### config.mk
export PLATFORM = sky130hd
export DESIGN_NAME = lcd_scanline_mode_timer_top
export DESIGN_NICKNAME = d
export VERILOG_FILES = /design/src/hw/rtl/lsmt_pkg.sv /design/src/hw/rtl/lsmt_cfg.sv /design/src/hw/rtl/lsmt_core.sv /design/src/hw/rtl/lcd_scanline_mode_timer_top.sv
export SDC_FILE = /design/constraint.sdc
export NUM_CORES = 1
export LEC_CHECK = 0
export ABC_AREA = 1
export BUFFER_PORTS_ARGS = -buffer_cell sky130_fd_sc_hd__buf_4
export CORE_UTILIZATION = 46
export DETAILED_ROUTE_END_ITERATION = 7
export HOLD_SLACK_MARGIN = 0.1
export MAX_ROUTING_LAYER = met4
export PLACE_DENSITY = 0.66
export SLEW_MARGIN = 20
export SYNTH_ARGS = -nofsm -noshare
export SYNTH_HDL_FRONTEND = slang
export SYNTH_HIERARCHICAL = 1
export SYNTH_SLANG_ARGS = --single-unit
export TNS_END_PERCENT = 20
### constraint.sdc
create_clock -name i_clk -period 4.7 [get_ports i_clk]
set_clock_uncertainty 0.1 [all_clocks]
set_input_delay 0.94 -clock i_clk [delete_from_list [all_inputs] [get_ports i_clk]]
set_output_delay 0.94 -clock i_clk [all_outputs]
set_load 0.1 [all_outputs]
### src/hw/rtl/lsmt_pkg.sv
// shared types and constants for the lcd scanline mode timer
`timescale 1ns / 1ps

package lsmt_pkg;

    localparam int unsigned CYCLES_W = 8;
    localparam int unsigned LINE_W   = 8;
    localparam int unsigned LC_W     = 10;
    localparam int unsigned CFG_IDX_W  = 2;
    localparam int unsigned CFG_DATA_W = 8;

    localparam logic [LC_W-1:0] LINE_LEN     = 10'd456;
    localparam logic [LC_W-1:0] RENDER_AFTER = 10'd252;
    localparam logic [LC_W-1:0] OAM_END      = 10'd81;
    localparam logic [LC_W-1:0] DRAW_END     = 10'd253;
    localparam logic [LC_W-1:0] HBLANK_END   = 10'd457;

    localparam logic [LINE_W-1:0] RENDER_LINE_LIMIT = 8'd145;
    localparam logic [LINE_W-1:0] VBLANK_LINE       = 8'd144;
    localparam logic [LINE_W-1:0] LAST_LINE         = 8'd154;

    typedef enum logic [1:0] {
        MODE_HBLANK = 2'd0,
        MODE_VBLANK = 2'd1,
        MODE_OAM    = 2'd2,
        MODE_DRAW   = 2'd3
    } t_mode;

    typedef enum logic [CFG_IDX_W-1:0] {
        CFG_LINE_COMPARE = 2'd0,
        CFG_CMP_IRQ_EN   = 2'd1,
        CFG_DISP_EN      = 2'd2
    } t_cfg_idx;

    typedef struct packed {
        logic [LINE_W-1:0] line_compare;
        logic              compare_irq_enable;
        logic              display_enable;
    } t_cfg;

    typedef struct packed {
        t_mode             mode;
        logic [LINE_W-1:0] line;
        logic              coincidence;
        logic              vblank_irq;
        logic              status_irq;
        logic              render_line;
        logic [LINE_W-1:0] render_row;
        logic              draw_frame;
    } t_result;

endpackage

### src/hw/rtl/lsmt_cfg.sv
// configuration register file for the lcd scanline mode timer
`timescale 1ns / 1ps

module lsmt_cfg (
    input  logic                            i_clk,
    input  logic                            i_rst_n,
    input  logic                            i_cfg_valid,
    output logic                            o_cfg_ready,
    input  logic [lsmt_pkg::CFG_IDX_W-1:0]  i_cfg_index,
    input  logic [lsmt_pkg::CFG_DATA_W-1:0] i_cfg_data,
    output lsmt_pkg::t_cfg                  o_cfg
);

    lsmt_pkg::t_cfg r_cfg;

    assign o_cfg_ready = 1'b1;
    assign o_cfg       = r_cfg;

    always_ff @(posedge i_clk) begin
        if (!i_rst_n) begin
            r_cfg <= '0;
        end else if (i_cfg_valid) begin
            unique case (lsmt_pkg::t_cfg_idx'(i_cfg_index))
                lsmt_pkg::CFG_LINE_COMPARE: begin
                    r_cfg.line_compare <= i_cfg_data[lsmt_pkg::LINE_W-1:0];
                end
                lsmt_pkg::CFG_CMP_IRQ_EN: begin
                    r_cfg.compare_irq_enable <= i_cfg_data[0];
                end
                lsmt_pkg::CFG_DISP_EN: begin
                    r_cfg.display_enable <= i_cfg_data[0];
                end
                default: begin
                    // unused index, write dropped
                end
            endcase
        end
    end

endmodule

### src/hw/rtl/lsmt_core.sv
// line timing state and per-transaction next-state logic
`timescale 1ns / 1ps

module lsmt_core (
    input  logic                          i_clk,
    input  logic                          i_rst_n,
    input  logic                          i_step,
    input  logic [lsmt_pkg::CYCLES_W-1:0] i_cycles,
    input  lsmt_pkg::t_cfg                i_cfg,
    output lsmt_pkg::t_result             o_result
);

    logic [lsmt_pkg::LC_W-1:0]   r_line_cycles, n_line_cycles;
    logic [lsmt_pkg::LINE_W-1:0] r_scanline, n_scanline;
    lsmt_pkg::t_mode             r_mode, n_mode;
    logic                        r_coinc, n_coinc;
    logic                        r_rendered, n_rendered;
    logic                        r_presented, n_presented;

    always_comb begin
        logic [lsmt_pkg::LC_W-1:0]   lc;
        logic [lsmt_pkg::LINE_W-1:0] scan;

        lc   = r_line_cycles + {{(lsmt_pkg::LC_W-lsmt_pkg::CYCLES_W){1'b0}}, i_cycles};
        scan = r_scanline;

        n_rendered  = r_rendered;
        n_presented = r_presented;
        n_coinc     = r_coinc;
        o_result    = '0;

        // one render strobe per visible line, line 144 included
        if (lc > lsmt_pkg::RENDER_AFTER && scan < lsmt_pkg::RENDER_LINE_LIMIT
                && !r_rendered) begin
            o_result.render_line = 1'b1;
            o_result.render_row  = scan;
            n_rendered           = 1'b1;
        end

        // mode from position in line, held past the end of the line; vblank from line 144 on
        if (lc < lsmt_pkg::OAM_END) begin
            n_mode = lsmt_pkg::MODE_OAM;
        end else if (lc < lsmt_pkg::DRAW_END) begin
            n_mode = lsmt_pkg::MODE_DRAW;
        end else if (lc < lsmt_pkg::HBLANK_END) begin
            n_mode = lsmt_pkg::MODE_HBLANK;
        end else begin
            n_mode = r_mode;
        end
        if (scan >= lsmt_pkg::VBLANK_LINE) begin
            n_mode = lsmt_pkg::MODE_VBLANK;
        end

        // once per frame
        if (!r_presented && scan > lsmt_pkg::VBLANK_LINE) begin
            o_result.vblank_irq = 1'b1;
            o_result.draw_frame = i_cfg.display_enable;
            n_presented         = 1'b1;
        end

        // end of line
        if (lc > lsmt_pkg::LINE_LEN) begin
            lc         = lc - lsmt_pkg::LINE_LEN;
            scan       = scan + 1'b1;
            n_rendered = 1'b0;
        end

        // compare runs before the wrap
        if (scan == i_cfg.line_compare) begin
            if (i_cfg.compare_irq_enable && !r_coinc) begin
                o_result.status_irq = 1'b1;
                n_coinc             = 1'b1;
            end
        end else begin
            n_coinc = 1'b0;
        end

        if (scan > lsmt_pkg::LAST_LINE) begin
            scan        = '0;
            n_presented = 1'b0;
        end

        n_line_cycles        = lc;
        n_scanline           = scan;
        o_result.mode        = n_mode;
        o_result.line        = scan;
        o_result.coincidence = n_coinc;
    end

    always_ff @(posedge i_clk) begin
        if (!i_rst_n) begin
            r_line_cycles <= '0;
            r_scanline    <= '0;
            r_mode        <= lsmt_pkg::MODE_HBLANK;
            r_coinc       <= 1'b0;
            r_rendered    <= 1'b0;
            r_presented   <= 1'b0;
        end else if (i_step) begin
            r_line_cycles <= n_line_cycles;
            r_scanline    <= n_scanline;
            r_mode        <= n_mode;
            r_coinc       <= n_coinc;
            r_rendered    <= n_rendered;
            r_presented   <= n_presented;
        end
    end

endmodule

### src/hw/rtl/lcd_scanline_mode_timer_top.sv
// top level of the lcd scanline mode timer
`timescale 1ns / 1ps

// lcd scanline and display mode timer
// - input channel: one transaction carries the machine cycles elapsed since the
//   previous one; the block adds them to the line counter and advances the line
// - output channel: exactly one result transaction per input transaction, in
//   order: mode, line, coincidence flag, interrupt pulses and render strobes
// - config channel: index 0 line compare, 1 compare interrupt enable,
//   2 display enable; always ready, other indexes are dropped; write only
//   while no transaction is in flight
// - path: an accepted transaction loads the input register; its result is
//   computed from it and loaded into the result register when that slot is free
// - throughput: one transaction per cycle unless the receiver stalls; the line
//   state is read and written back between the two registers
// - stall: while the receiver holds ready low the result register holds; the
//   input register still takes one more transaction if empty, then ready drops
// - reset: synchronous, active low; clears line counter, line, mode (hblank),
//   flags, config registers and both valid bits
module lcd_scanline_mode_timer_top (
    input  logic                            i_clk,
    input  logic                            i_rst_n,
    // input channel
    input  logic                            i_in_valid,
    output logic                            o_in_ready,
    input  logic [lsmt_pkg::CYCLES_W-1:0]   i_cycles,
    // result channel
    output logic                            o_out_valid,
    input  logic                            i_out_ready,
    output logic [1:0]                      o_mode,
    output logic [lsmt_pkg::LINE_W-1:0]     o_line,
    output logic                            o_coincidence,
    output logic                            o_vblank_irq,
    output logic                            o_status_irq,
    output logic                            o_render_line,
    output logic [lsmt_pkg::LINE_W-1:0]     o_render_row,
    output logic                            o_draw_frame,
    // config channel
    input  logic                            i_cfg_valid,
    output logic                            o_cfg_ready,
    input  logic [lsmt_pkg::CFG_IDX_W-1:0]  i_cfg_index,
    input  logic [lsmt_pkg::CFG_DATA_W-1:0] i_cfg_data
);

    lsmt_pkg::t_cfg    cfg;
    lsmt_pkg::t_result step_result;

    // input register
    logic                          r_in_valid;
    logic [lsmt_pkg::CYCLES_W-1:0] r_cycles;
    // result register
    logic                          r_out_valid;
    lsmt_pkg::t_result             r_result;

    logic out_free;
    logic step;

    // result slot is free when empty or being drained this cycle
    assign out_free   = !r_out_valid || i_out_ready;
    assign step       = r_in_valid && out_free;
    assign o_in_ready = !r_in_valid || out_free;

    lsmt_cfg u_cfg (
        .i_clk       (i_clk),
        .i_rst_n     (i_rst_n),
        .i_cfg_valid (i_cfg_valid),
        .o_cfg_ready (o_cfg_ready),
        .i_cfg_index (i_cfg_index),
        .i_cfg_data  (i_cfg_data),
        .o_cfg       (cfg)
    );

    lsmt_core u_core (
        .i_clk    (i_clk),
        .i_rst_n  (i_rst_n),
        .i_step   (step),
        .i_cycles (r_cycles),
        .i_cfg    (cfg),
        .o_result (step_result)
    );

    // input stage
    always_ff @(posedge i_clk) begin
        if (!i_rst_n) begin
            r_in_valid <= 1'b0;
        end else if (o_in_ready) begin
            r_in_valid <= i_in_valid;
        end
    end

    always_ff @(posedge i_clk) begin
        if (o_in_ready && i_in_valid) begin
            r_cycles <= i_cycles;
        end
    end

    // result stage
    always_ff @(posedge i_clk) begin
        if (!i_rst_n) begin
            r_out_valid <= 1'b0;
        end else if (out_free) begin
            r_out_valid <= r_in_valid;
        end
    end

    always_ff @(posedge i_clk) begin
        if (step) begin
            r_result <= step_result;
        end
    end

    assign o_out_valid   = r_out_valid;
    assign o_mode        = r_result.mode;
    assign o_line        = r_result.line;
    assign o_coincidence = r_result.coincidence;
    assign o_vblank_irq  = r_result.vblank_irq;
    assign o_status_irq  = r_result.status_irq;
    assign o_render_line = r_result.render_line;
    assign o_render_row  = r_result.render_row;
    assign o_draw_frame  = r_result.draw_frame;

`ifndef SYNTHESIS
    a_line_range: assert property (@(posedge i_clk) disable iff (!i_rst_n)
        o_out_valid |-> o_line <= lsmt_pkg::LAST_LINE)
        else $error("line beyond last line");

    a_vblank_mode: assert property (@(posedge i_clk) disable iff (!i_rst_n)
        (o_out_valid && o_line > lsmt_pkg::VBLANK_LINE) |-> o_mode == lsmt_pkg::MODE_VBLANK)
        else $error("mode not vblank in vertical blank");

    a_render_row: assert property (@(posedge i_clk) disable iff (!i_rst_n)
        (o_out_valid && o_render_line) |-> o_render_row < lsmt_pkg::RENDER_LINE_LIMIT)
        else $error("render strobe for invisible row");

    a_draw_with_vblank: assert property (@(posedge i_clk) disable iff (!i_rst_n)
        (o_out_valid && o_draw_frame) |-> (o_vblank_irq && cfg.display_enable))
        else $error("frame strobe without vblank interrupt");

    a_step_fills: assert property (@(posedge i_clk) disable iff (!i_rst_n)
        step |=> r_out_valid)
        else $error("processed transaction lost");
`endif

endmodule

# After elaboration in Yosys (flattened, before gate mapping)

Cells that the tools add are included.

Muxes and demuxes: 16
Shifts and indexed selects: 0
Divide/modulo/power cells: 0
Magnitude comparators: 9
Reduce and logical (&&, ||, !) cells: 21
Bitwise logic cells: 0
$mul: 0
$add $sub $neg: 3
Eq/ne operators: 3

Operators by type and width:

| operator                                                 | count |
|---|---|
| > comparator 8 bit, second input constant                | 2 |
| two-way mux 8 bit                                        | 2 |
| adder 10 x 8 -> 10 bit                                   | 1 |
| > comparator 10 x 8 -> 1 bit, second input constant      | 1 |
| > comparator 10 x 9 -> 1 bit, second input constant      | 1 |
| < comparator 10 x 7 -> 1 bit, second input constant      | 1 |
| < comparator 10 x 8 -> 1 bit, second input constant      | 1 |
| < comparator 10 x 9 -> 1 bit, second input constant      | 1 |
| two-way mux 10 bit                                       | 1 |
| AND reduction 2 bit                                      | 5 |
| subtractor 10 x 9 -> 10 bit, second input constant       | 1 |
| two-way mux 9 bit                                        | 1 |
| adder 8 x 1 -> 8 bit, second input constant              | 1 |
| equality test 8 bit                                      | 1 |
| greater-or-equal comparator 8 bit, second input constant | 1 |
| < comparator 8 bit, second input constant                | 1 |
| two-way mux 1 bit                                        | 8 |
| two-way mux 2 bit                                        | 4 |
| logical AND 1 bit                                        | 6 |
| zero test 1 bit                                          | 5 |
| nonzero test 2 bit                                       | 2 |
| equality test 2 x 1 -> 1 bit, second input constant      | 1 |
| equality test 2 bit, second input constant               | 1 |
| zero test 2 bit                                          | 1 |
| logical OR 1 bit                                         | 2 |

Flip-flop bits (word level): 66
Memories: 0
ROM bits: 0
Latch bits: 0
Logic and storage cells: 72
Output and inout port bits: 26
Memory bits (writable): 0

# Depth between registers and ports, before layout

Depth after elaboration: 6
Gate-level depth with buffers: 23

# Cells and area by module

Netlist, hierarchy kept.

By module, submodules not included:

| module                      | area each (um2) | cells an instance | times used |
|---|---|---|---|
| lsmt_core                   | 2302.2          | 383               | 1 |
| lcd_scanline_mode_timer_top | 1026.0          | 44                | 1 |
| lsmt_cfg                    | 479.2           | 71                | 1 |

# Worst setup path after synthesis

Ideal clock, no wire load.

Kind: input port to flip-flop
Start: input i_out_ready
End: register u_core/r_line_cycles[2] (netlist name)
Stages on the path: 5
Arrival: 3.050 ns
Path slack: 1.410 ns
Path buffers: 2
Path through: inv_1 > a21oi_1 > clkbuf_1 > clkbuf_1 > a21oi_1

Longest elaborated chain between the ends: 2

Ends and longest elaborated chain:

| what                   | line                              | source |
|---|---|---|
| start: declaration     | lcd_scanline_mode_timer_top.sv:29 | `input logic i_out_ready,` |
| logical OR 1 bit       | lcd_scanline_mode_timer_top.sv:59 | `assign out_free = !r_out_valid \|\| i_out_ready;` |
| logical AND 1 bit      | lcd_scanline_mode_timer_top.sv:60 | `assign step = r_in_valid && out_free;` |
| named net step         | lcd_scanline_mode_timer_top.sv:56 | `logic step;` |
| end signal: assignment | lsmt_core.sv:99                   | `r_line_cycles <= n_line_cycles;` |
| end: declaration       | lsmt_core.sv:13                   | `logic [lsmt_pkg::LC_W-1:0] r_line_cycles, n_line_cycles;` |

The timed path passes the listed nets, and every way through them passes these cells.
A chain may end at the register's enable or synchronous reset.

==> summary.md <==
| Metric | Value |
|---|---|
| Hold Vio Cnt, Final | 0 |
| Post-DP Area | 4214 um^2 |
| Max IR drop VDD | 0.1732 mV |
| Slew @ Worst Pin | around 0.79 ns |
| Synthesized area | approximately 3800 um^2 |
| Layout cells sized above 1 | about 20% |
| Post-detail-place hpwl | 5828 um |
| CP top delay family | simple AND/OR/NAND/NOR gates |
| Sequential share of the synthesized area | between 40% and 50% |
| Vias per cell | 4.929 |
| Drt wl/cell | 12.44 um |
| Antenna violations before repair | 0 |
| Yosys warning count | 6 |
| Leakage power | 2.185 nW |
| Final WL | between 8000 and 9000 um |
| Final Util | 56.58% |
| FF-to-FF path depth | 18 |
| WP data arrival | 3.14 ns |
| Crit. End Element | flop |
| Pins over their slew limit | 0 |
| WP data required | ~4.7 ns |
| Worst path bufs/invs | 2 |
| Clk sinks | 66 |
| Syn Nets | about 530 |
| Kind of critical path | reg2reg |
| Outcome | finished clean |
| Mapped Avg Cell Area | 7.645 um^2 |
| CTS Buf Count | 9 |
| Worst Min Path Start | u_core/r_line_cycles[0]$_SDFFE_PN0P_ |
| RSZ-0062 raised after global routing | no |
| Area leader, netlist | edfxtp_1 |
| Period utilization | 66.66% |
| Hold-fix buffer count after cts | 0 |
| Post-route antenna net violation count | 0 |
| Starting Density | 48.52% |
| Reg clk slew, reported paths | 0.08 ns |
| Worst-path cell chain | ha_1 > fa_1 > xor2_1 > inv_1 > nor2_1 > nor2_2 > nand2_1 > nand2_4 > nand2_4 > nand2_1 > nand2_1 > nand2_1 > nand2_1 > nand2_1 > nand2_2 > nand2_4 > nand2_2 > inv_1 |
| Postcts setup bufs | 0 |
| Design Area, Final | 4441 um^2 |
| WHS | about 0.4 ns |
| Htree depth | 3 |
| Largest net degree at the start of global routing | 58 |
| Fmax | 319.2 MHz |
| Diode count | 0 |
| Largest stage delay on the critical path | 0.43 ns |
| Worst-Skew Late Latency | 0.35 ns |
| CTS tree | done |
| GR Overflow Total | 0 |
| FF-to-FF End | o_line[7]$_DFFE_PP_ |
| First-pass GRT wire length | 13790 um |
| Total die area | 8644 um^2 |
| Vias in the first global route | around 2900 |
| Final setup vio count | 0 |
| Clock period minus worst slack | approximately 3.1 ns |
| Die Y | 92.98 um |
| #FFs+latches synth | 66 |
| Worst Hold Class | reg2reg |
| GP Congestion | roughly 0.88 |
| Yosys cell types | 42 |
| Top-area cell type share of the netlist area | about a quarter |
| DRT iter0 DRCs | 170 |
| # rows | 32 |
| # resized after CTS | 0 |
| Max-cap viol count | 0 |
| Setup TNS | 0 ns |
| Top post-synthesis cells by area | edfxtp_1 24%, dfxtp_1 18%, nand2_1 11% |
| Startpoint Class | flop |
| Hold Path Sink | u_core/r_line_cycles[0]$_SDFFE_PN0P_ |
| I/O pin total | 49 |
| Root buffer cell | clkbuf_8 |
| Core Box Area | 7848 um^2 |
| Layout area overhead | 16.63% |
| Worst Path Max Fanout | 15 |
| Hold path cells | 2 |
| Rel. slew slack | 46.48% |
| DR DRC count | 0 |
| Mapped Cells | between 400 and 500 |
| Nets | 578 |
| Total iterations of the first detailed-routing run | 5 |
| CTS max path bufs | 2 |
| R2r setup slk | 1.57 ns |
| CP dominant cell by count | nand2_1 |
| Power density over the cells | 379.8 nW/um^2 |
| Port buffer count | 47 |
| Chip width | about 93 um |
| Tot GR Track Use | 20.96% |
| Fillcell total | 769 |
| DR vias | 3204 |
| CP max-delay cell | fa_1 |
| Reg-to-Reg Start | r_cycles[0]$_DFFE_PP_ |
-- synthesized netlist by cell type --
library cell,number
nor2_2,3
buf_2,1
a21oi_2,9
o221a_2,1
edfxtp_1,31
a21oi_1,19
xor2_1,8
buf_6,2
a31oi_1,1
nand4_1,5
o21bai_1,2
nor2_4,2
o31ai_1,1
o21ai_1,2
clkbuf_1,6
o211ai_1,2
o221ai_1,2
buf_4,2
buf_1,2
or2_2,1
nor2_1,49
buf_12,1
or2_4,1
fa_1,1
nand3_1,38
nand2_4,5
o41ai_1,1
ha_1,11
nand3_2,2
nand2_1,111
inv_2,6
a21boi_1,1
dfxtp_1,35
nor4_1,1
a21o_1,1
nor3b_1,1
nor3_1,2
o21ai_0,23
nand3b_1,5
conb_1,1
inv_1,83
nand2_2,17
-- how the worst max path moves through the flow --
stage / start / to / slack, ns / cells past startpoint
after floorplan: i_out_ready / u_core/r_line_cycles[2]$_SDFFE_PN0P_ / 1.41 / 5
after global placement: r_cycles[0]$_DFFE_PP_ / o_line[0]$_DFFE_PP_ / 1.67 / 18
after detailed placement: r_cycles[0]$_DFFE_PP_ / o_line[7]$_DFFE_PP_ / 1.59 / 18
after CTS: r_cycles[0]$_DFFE_PP_ / o_line[7]$_DFFE_PP_ / 1.58 / 18
after global routing: r_cycles[0]$_DFFE_PP_ / o_status_irq$_DFFE_PP_ / 1.29 / 17
final: r_cycles[0]$_DFFE_PP_ / o_line[7]$_DFFE_PP_ / 1.57 / 18
-- state kept, by name, indices dropped and copies added (netlist names) --
| name | count |
|---|---|
| u_cfg/o_cfg | 10 |
| u_core/r_line_cycles | 10 |
| o_line | 8 |
| o_render_row | 8 |
| r_cycles | 8 |
| u_core/r_scanline | 8 |
| o_mode | 2 |
| u_core/r_mode | 2 |
| o_coincidence | 1 |
| o_draw_frame | 1 |
| o_out_valid | 1 |
| o_render_line | 1 |
| o_status_irq | 1 |
| o_vblank_irq | 1 |
| r_in_valid | 1 |
| u_core/r_coinc | 1 |
| u_core/r_presented | 1 |
| u_core/r_rendered | 1 |
-- cells in the final DEF, fill, tap and decap left out, types with 2 or more instances in the layout --
cell	n
dfxtp_1	35
nor3_1	2
buf_4	48
inv_2	6
a21oi_2	9
nor2_1	49
nand4_1	5
edfxtp_1	31
o21ai_1	2
nand2_1	111
o21ai_0	23
xor2_1	8
nand3b_1	5
nand2_2	17
nand2_4	5
nand3_1	38
bufinv_16	2
nor2_4	2
clkbuf_8	9
nor2_2	3
o211ai_1	2
o21bai_1	2
inv_1	83
a21oi_1	18
ha_1	11
nand3_2	2
o221ai_1	2
clkinv_4	3
-- cell type report --
class                           count  area, um^2  area share, %
Clock buffer                        9       123.9          2.790
Clock inverter                      7       102.6          2.311
Inverter                           89       334.1          7.523
Multi-Input combinational cell    329        1760          39.64
Sequential cell                    66        1632          36.74
Tap cell                          102       127.6          2.874
Timing Repair Buffer               48       360.3          8.115
-- logic make-up after synthesis --
kind of cell | synth area share [%]
compound gates | 10.38
xor+xnor | 1.840
fa+ha+maj | 4.141
buf+inv | 11.21
flops | 42.85
other cells | 0.09849
simple gates | 29.48
-- power breakdown --
group          total, mW  switching, mW  internal [mW]
clock network      0.545          0.242          0.303
registers          0.671         0.0241          0.647
logic              0.470          0.336          0.134
-- worst min-delay path: stages (launching register included) --
cell	delay [ns]
dfxtp_1	0.33
o21ai_0	0.07
nor2_1	0.07
-- stage by stage --
stage	cells	setup slack [ns]	power (mW)
final	650	1.567	1.686
after global routing	650	1.290	1.779
after CTS	650	1.580	1.691
after detailed placement	634	1.586	1.150
after global placement	634	1.668	1.144
after floorplan	498	1.410	1.055
-- metal layers --
metal / vias up / GRT usage, % / share of wire [%]
met4: 0 / 5.128 / 0.89
met3: 4 / 4.634 / 5.0
li1: 1670 / - / -
met2: 71 / 29.35 / 43
met1: 1459 / 30.62 / 51
met5: - / - / 0
No activity file was read; power rests on OpenSTA's default activity.
